[src/design/idv_pkg.sv]
package idv_pkg;

  localparam int IdLen      = 18;
  localparam int PosSat     = 19;
  localparam int DigitCount = 17;
  localparam int GenderPos  = 16;
  localparam int RegionEnd  = 6;
  localparam int CentEnd    = 8;
  localparam int YearEnd    = 10;
  localparam int MonthEnd   = 12;
  localparam int DayEnd     = 14;

  localparam logic [7:0] CharZero  = 8'd48;
  localparam logic [7:0] CharNine  = 8'd57;
  localparam logic [7:0] CharUpX   = 8'd88;
  localparam logic [6:0] MonthFeb  = 7'd2;
  localparam logic [6:0] MonthDec  = 7'd12;

  localparam logic [3:0] WEIGHT [DigitCount] = '{
    4'd7, 4'd9, 4'd10, 4'd5, 4'd8, 4'd4, 4'd2, 4'd1, 4'd6,
    4'd3, 4'd7, 4'd9, 4'd10, 4'd5, 4'd8, 4'd4, 4'd2
  };

  localparam logic [7:0] CHECK_CODE [11] = '{
    8'd49, 8'd48, 8'd88, 8'd57, 8'd56, 8'd55, 8'd54, 8'd53, 8'd52, 8'd51, 8'd50
  };

  typedef struct packed {
    logic [4:0]  pos;
    logic [3:0]  wsum;
    logic        bad;
    logic [13:0] year;
    logic [6:0]  cent;
    logic [6:0]  yy;
    logic [6:0]  month;
    logic [6:0]  day;
    logic [19:0] region;
    logic        gender;
    logic [7:0]  check;
  } acc_t;

  // Residue modulo 11 of a value up to 100: the quotient estimate from the
  // reciprocal 93/1024 is at most one low, so a single correction suffices.
  function automatic logic [3:0] mod11(input logic [6:0] x);
    logic [13:0] prod;
    logic [3:0]  q;
    logic [6:0]  r;
    prod = 14'(x) * 14'd93;
    q    = prod[13:10];
    r    = x - 7'(q * 7'd11);
    if (r >= 7'd11) begin
      r = r - 7'd11;
    end
    return r[3:0];
  endfunction

  function automatic logic [6:0] month_limit(input logic [6:0] month, input logic leap);
    logic [6:0] lim;
    case (month)
      7'd1, 7'd3, 7'd5, 7'd7, 7'd8, 7'd10, 7'd12: lim = 7'd31;
      MonthFeb: lim = leap ? 7'd29 : 7'd28;
      default: lim = 7'd30;
    endcase
    return lim;
  endfunction

endpackage

[src/design/id_number_validator_core.sv]
// Resident ID number validator, 18-character form.
//
// The input channel (char_valid, char_stall, char_code, last_char) carries
// one ASCII character per word; last_char marks the final character of a
// string. Every accepted word updates the running accumulators; the word
// with last_char set closes the string and produces exactly one result word.
//
// The result channel (result_valid, result_stall and the verdict and field
// ports) presents the verdicts and decoded fields of one string. A closed
// string moves from the internal register into the result register, and
// the block takes one character in every cycle while char_stall is low,
// including the cycle after a closing one. The checksum is kept modulo 11
// as the characters arrive, so the final stage needs only small compares.
//
// Reset clears the accumulators and empties both pipeline registers. While
// the receiver stalls, the result word holds; one further closed string
// waits in the internal register, and then char_stall rises until the
// result is taken.
module id_number_validator_core
  import idv_pkg::*;
(
  input  logic        clk,
  input  logic        rst,
  input  logic        char_valid,
  output logic        char_stall,
  input  logic [7:0]  char_code,
  input  logic        last_char,
  output logic        result_valid,
  input  logic        result_stall,
  output logic        id_valid,
  output logic        length_ok,
  output logic        chars_ok,
  output logic        date_ok,
  output logic        check_ok,
  output logic        is_male,
  output logic [13:0] birth_year,
  output logic [6:0]  birth_month,
  output logic [6:0]  birth_day,
  output logic [19:0] region_code
);

  acc_t acc;
  acc_t acc_next;
  acc_t fin;
  logic fin_valid;
  logic out_en;
  logic take;
  logic dig;
  logic [3:0] d;
  logic [7:0] prod;

  logic len_ok_c;
  logic chr_ok_c;
  logic dt_ok_c;
  logic ck_ok_c;
  logic leap;
  logic [6:0] lim;

  assign out_en     = !result_valid || !result_stall;
  assign char_stall = fin_valid && !out_en;
  assign take       = char_valid && !char_stall;

  always_comb begin
    acc_next = acc;
    dig      = (char_code inside {[CharZero:CharNine]});
    d        = dig ? 4'(char_code - CharZero) : 4'd0;
    prod     = '0;
    if (acc.pos < 5'(DigitCount)) begin
      prod          = 8'(d) * 8'(WEIGHT[acc.pos]);
      acc_next.bad  = acc.bad | !dig;
      acc_next.wsum = mod11(7'(acc.wsum) + prod[6:0]);
      if (acc.pos < 5'(RegionEnd)) begin
        acc_next.region = 20'(acc.region * 20'd10 + 20'(d));
      end else if (acc.pos < 5'(YearEnd)) begin
        acc_next.year = 14'(acc.year * 14'd10 + 14'(d));
        if (acc.pos < 5'(CentEnd)) begin
          acc_next.cent = 7'(acc.cent * 7'd10 + 7'(d));
        end else begin
          acc_next.yy = 7'(acc.yy * 7'd10 + 7'(d));
        end
      end else if (acc.pos < 5'(MonthEnd)) begin
        acc_next.month = 7'(acc.month * 7'd10 + 7'(d));
      end else if (acc.pos < 5'(DayEnd)) begin
        acc_next.day = 7'(acc.day * 7'd10 + 7'(d));
      end
      if (acc.pos == 5'(GenderPos)) begin
        acc_next.gender = d[0];
      end
    end else if (acc.pos == 5'(DigitCount)) begin
      acc_next.bad   = acc.bad | (!dig && (char_code != CharUpX));
      acc_next.check = char_code;
    end
    if (acc.pos < 5'(PosSat)) begin
      acc_next.pos = acc.pos + 5'd1;
    end
  end

  always_ff @(posedge clk) begin
    if (rst) begin
      acc <= '0;
    end else if (take) begin
      acc <= last_char ? '0 : acc_next;
    end
  end

  always_ff @(posedge clk) begin
    if (rst) begin
      fin_valid <= 1'b0;
    end else if (!fin_valid || out_en) begin
      fin_valid <= take && last_char;
    end
  end

  always_ff @(posedge clk) begin
    if (take && last_char) begin
      fin <= acc_next;
    end
  end

  // Verdicts on length, characters, date and check character; leap year from the century and the year within it.
  always_comb begin
    len_ok_c = (fin.pos == 5'(IdLen));
    chr_ok_c = !fin.bad;
    leap     = (fin.yy == 7'd0) ? (fin.cent[1:0] == 2'd0) : (fin.yy[1:0] == 2'd0);
    lim      = month_limit(fin.month, leap);
    dt_ok_c  = (fin.month >= 7'd1) && (fin.month <= MonthDec) &&
               (fin.day >= 7'd1) && (fin.day <= lim);
    ck_ok_c  = len_ok_c && (fin.check == CHECK_CODE[fin.wsum]);
  end

  always_ff @(posedge clk) begin
    if (rst) begin
      result_valid <= 1'b0;
    end else if (out_en) begin
      result_valid <= fin_valid;
    end
  end

  always_ff @(posedge clk) begin
    if (out_en && fin_valid) begin
      id_valid    <= len_ok_c && chr_ok_c && dt_ok_c && ck_ok_c;
      length_ok   <= len_ok_c;
      chars_ok    <= chr_ok_c;
      date_ok     <= dt_ok_c;
      check_ok    <= ck_ok_c;
      is_male     <= fin.gender;
      birth_year  <= fin.year;
      birth_month <= fin.month;
      birth_day   <= fin.day;
      region_code <= fin.region;
    end
  end

endmodule

[config.mk]
export PLATFORM = sky130hd
export DESIGN_NAME = id_number_validator_core
export DESIGN_NICKNAME = d
export VERILOG_FILES = /design/src/design/idv_pkg.sv /design/src/design/id_number_validator_core.sv
export SDC_FILE = /design/constraint.sdc
export NUM_CORES = 1
export LEC_CHECK = 0
export BUFFER_PORTS_ARGS = -buffer_cell sky130_fd_sc_hd__buf_2
export CAP_MARGIN = 20
export CORE_MARGIN = 5
export CORE_UTILIZATION = 45
export CTS_BUF_LIST = sky130_fd_sc_hd__clkbuf_8 sky130_fd_sc_hd__clkbuf_16
export CTS_CLUSTER_SIZE = 25
export DETAILED_ROUTE_END_ITERATION = 8
export GPL_TIMING_DRIVEN = 1
export PLACE_DENSITY = 0.61
export SYNTH_ARGS = -nofsm -noshare
export SYNTH_HDL_FRONTEND = slang
export SYNTH_SLANG_ARGS = --single-unit
[constraint.sdc]
create_clock -name clk -period 11.6 [get_ports clk]
set_input_delay 2.32 -clock clk [delete_from_list [all_inputs] [get_ports clk]]
set_output_delay 2.32 -clock clk [all_outputs]
set_load 0.01 [all_outputs]
==> results.ini <==
[grt]
grt_usage_pct=17.2
grt_pass1_wl_um=47200
grt_max_degree=72
overflow=0
antenna_found_initial=0
grt_pass1_vias=9289

[timing]
tightest_slew_ns=0.948
rsz0062_at_grt=false
hold_viol=0
holdWs_ns=0.416
period_share_pct=95.1
worst_clock_skew_ns=0.0173
slew_viol_final=0
fmax_ghz=0.0906
layout_min_cycle_time_ns=11.04
finalSetupViolCount=0
slew_headroom_pct=36.6
fin_setup_tns_ns=0

[detailed_routing]
vias=9323
drt-initial-drc-count=538
routedWlPerCell_um=16.1
drt_wl_total_um=28200
drt_pass1_iterations=5
drc=0
route.antenna.remaining_nets=0
via_per_inst=5.32

[clock_network]
clk-insertion-delay-late_ns=0.52
cts_setup_buffers=0
cts_resized=0
cts_htree_levels=1
cts_root_buf=clkbuf_16
hold_buffers=0
clock_tree.buffer_depth=3
cts_buffers=23
cts.clk_slew.worst_paths_ns=0.06
clock_sinks=208
tritoncts=done

[final_layout]
final_cell_mix=149 x ha_1, 135 x nor2_1, 130 x edfxtp_1
nFillCells=2627
antenna_cells=0
final_common_cell=ha_1
fin_util_pct=52.0
area_growth_pct=14.5
layout-drive-gt1-share_pct=14.8
design_area_mm2=0.0148
final_nets=1546

[synth]
ys.warnings.count=0
synth_area_mm2=0.0130
synth_edf_count=130
yosysSeqAreaShare_pct=42.2
synth-main-ff-cell=edfxtp_1
syn_avg_cell_area_um2=10.4
synth_cells=1247
synth_fp_nets=1441
synth_top_area_share_pct=30.1
async_flop_share_pct=0
synth.distinct_cells=69
ys_seq_elements=208
synth_area_leaders=edfxtp_1 30%, ha_1 14%, dfxtp_1 12%, fa_1 4.8%, xnor2_1 4.2%
yosysTopAreaCell=edfxtp_1

[power_and_ir_drop]
pwr-share-clk_pct=36.9
seq_power_share_pct=43.8
finalPower_w=0.00190
powerDensity_mw_per_mm2=128
switching_power_w=0.000519
total_leakage_power_nw=6.45
p_comb_share_pct=19.3
netSwitchingFraction_pct=27.3
ir_worst_vdd_mv=0.115
intPower_w=0.00138

[hold_path]
hold_class=register to register

[critical_path]
critPathCaptureType=register
critical_path.most_common_cell=fa_1
cpPeakStageDelay_ns=0.55
worstSetupPathType=input pin to register
cp_max_fo=4
timing.critical_path.slowest_stage_cell=fa_1
cp.required_ns=12.03
cp.buffers_inverters=7
critPathArrivalTime_ns=11.47
cp_top_family=adder cells
start_kind=input pin

[floorplan]
ioPinCount=69
core_mm2=0.0285
die_w_um=180
initial_utilization_pct=45.4
die_h_um=180
die-area_mm2=0.0323
rows=62

[placed_design]
portBuffers=68
place_area_mm2=0.0141
dp_hpwl_um=20500
gp_congestion=0.825

[run_status]
status=completed

[flow_run]
cap_violations=0

[kinds of logic after synthesis]
family	share of synthesized area, %
simple gates	12.1
compound gates	14.5
flops	42.2
fa+ha+maj	19.3
buf+inv	3.68
xor+xnor	6.26
mux	2.04
[through the flow]
| step | worst slack [ns] | instances |
|---|---|---|
| floorplan | 0.0190 | 1247 |
| global placement | -0.0879 | 1711 |
| detailed placement | -0.188 | 1711 |
| CTS | 0.292 | 1752 |
| global route | 0.00130 | 1752 |
| finish | 0.564 | 1752 |
[synth_stat cells, drive strengths merged (3+ instances only)]
library cell and instances:
o21a 11, fa 31, a32o 6, o31ai 7
o31a 3, a32oi 3, dfxtp 78, nor3 13
nand4 8, nand2 89, edfxtp 130, or2 5
mux2 19, or3 8, nand2b 5, clkbuf 37
nand3b 3, a22oi 59, a21o 21, nor2 136
nor2b 13, nor4 4, ha 150, xor2 28
mux2i 5, a211oi 13, and2 5, nand3 24
inv 87, a21oi 47, nor3b 13, o211ai 4
xnor2 62, o21ai 68, and4b 3, o21bai 5
and3 8, o2111ai 6
[worst reg2reg max path: cells and delay by family (launching register included)]
family | cells | cell delay (ns)
XOR/XNOR | 5 | 0.78
flip-flops | 1 | 0.66
multiplexers | 1 | 0.30
adder cells (fa/ha/maj) | 13 | 5.13
AO/OA/AOI/OAI | 10 | 2.12
buffers and inverters | 8 | 0.83
AND/OR/NAND/NOR | 4 | 0.44
[worst paths after layout]
| kind | startpoint | to | slack (ns) | cells past startpoint |
|---|---|---|---|---|
| max | char_code[5] | acc[72] | 0.56 | 40 |
| min | fin[68] | birth_year[11] | 0.42 | 0 |
| max reg2reg | acc[77] | acc[72] | 1.25 | 41 |
| min reg2reg | fin[68] | birth_year[11] | 0.42 | 0 |
[power by group through the flow]
stage	sequential, W	combinational (W)	clock [W]
after global routing	0.000835	0.000419	0.000758
after CTS	0.000833	0.000364	0.000720
after floorplan	0.000846	0.000254	0
final	0.000833	0.000367	0.000703
after global placement	0.000848	0.000348	0
after detailed placement	0.000849	0.000362	0
[cell type report]
class / count / area (um2) / share of cell area [%]
tap: 384 / 480 / 3.24
inverter: 88 / 330 / 2.23
multi-input combinational: 912 / 7110 / 48.0
clock inverter: 18 / 145 / 0.978
clock buffer: 23 / 576 / 3.88
timing repair buffer: 119 / 726 / 4.89
sequential: 208 / 5470 / 36.8
[metal layers]
metal  GRT usage (%)  up-vias  routed length (um)
met4            3.96        0                 544
met5               0        -                   0
met1            23.9     4418               13400
li1                -     4718                   -
met2            29.1      151               13200
met3            2.12       36                1020
[state kept, by name, indices dropped and copies added, names as in the netlist, 7 cells and up]
name,count
region_code,20
acc,76
birth_year,14
birth_month,7
fin,76
birth_day,7
No activity file was read; power rests on OpenSTA's default activity.
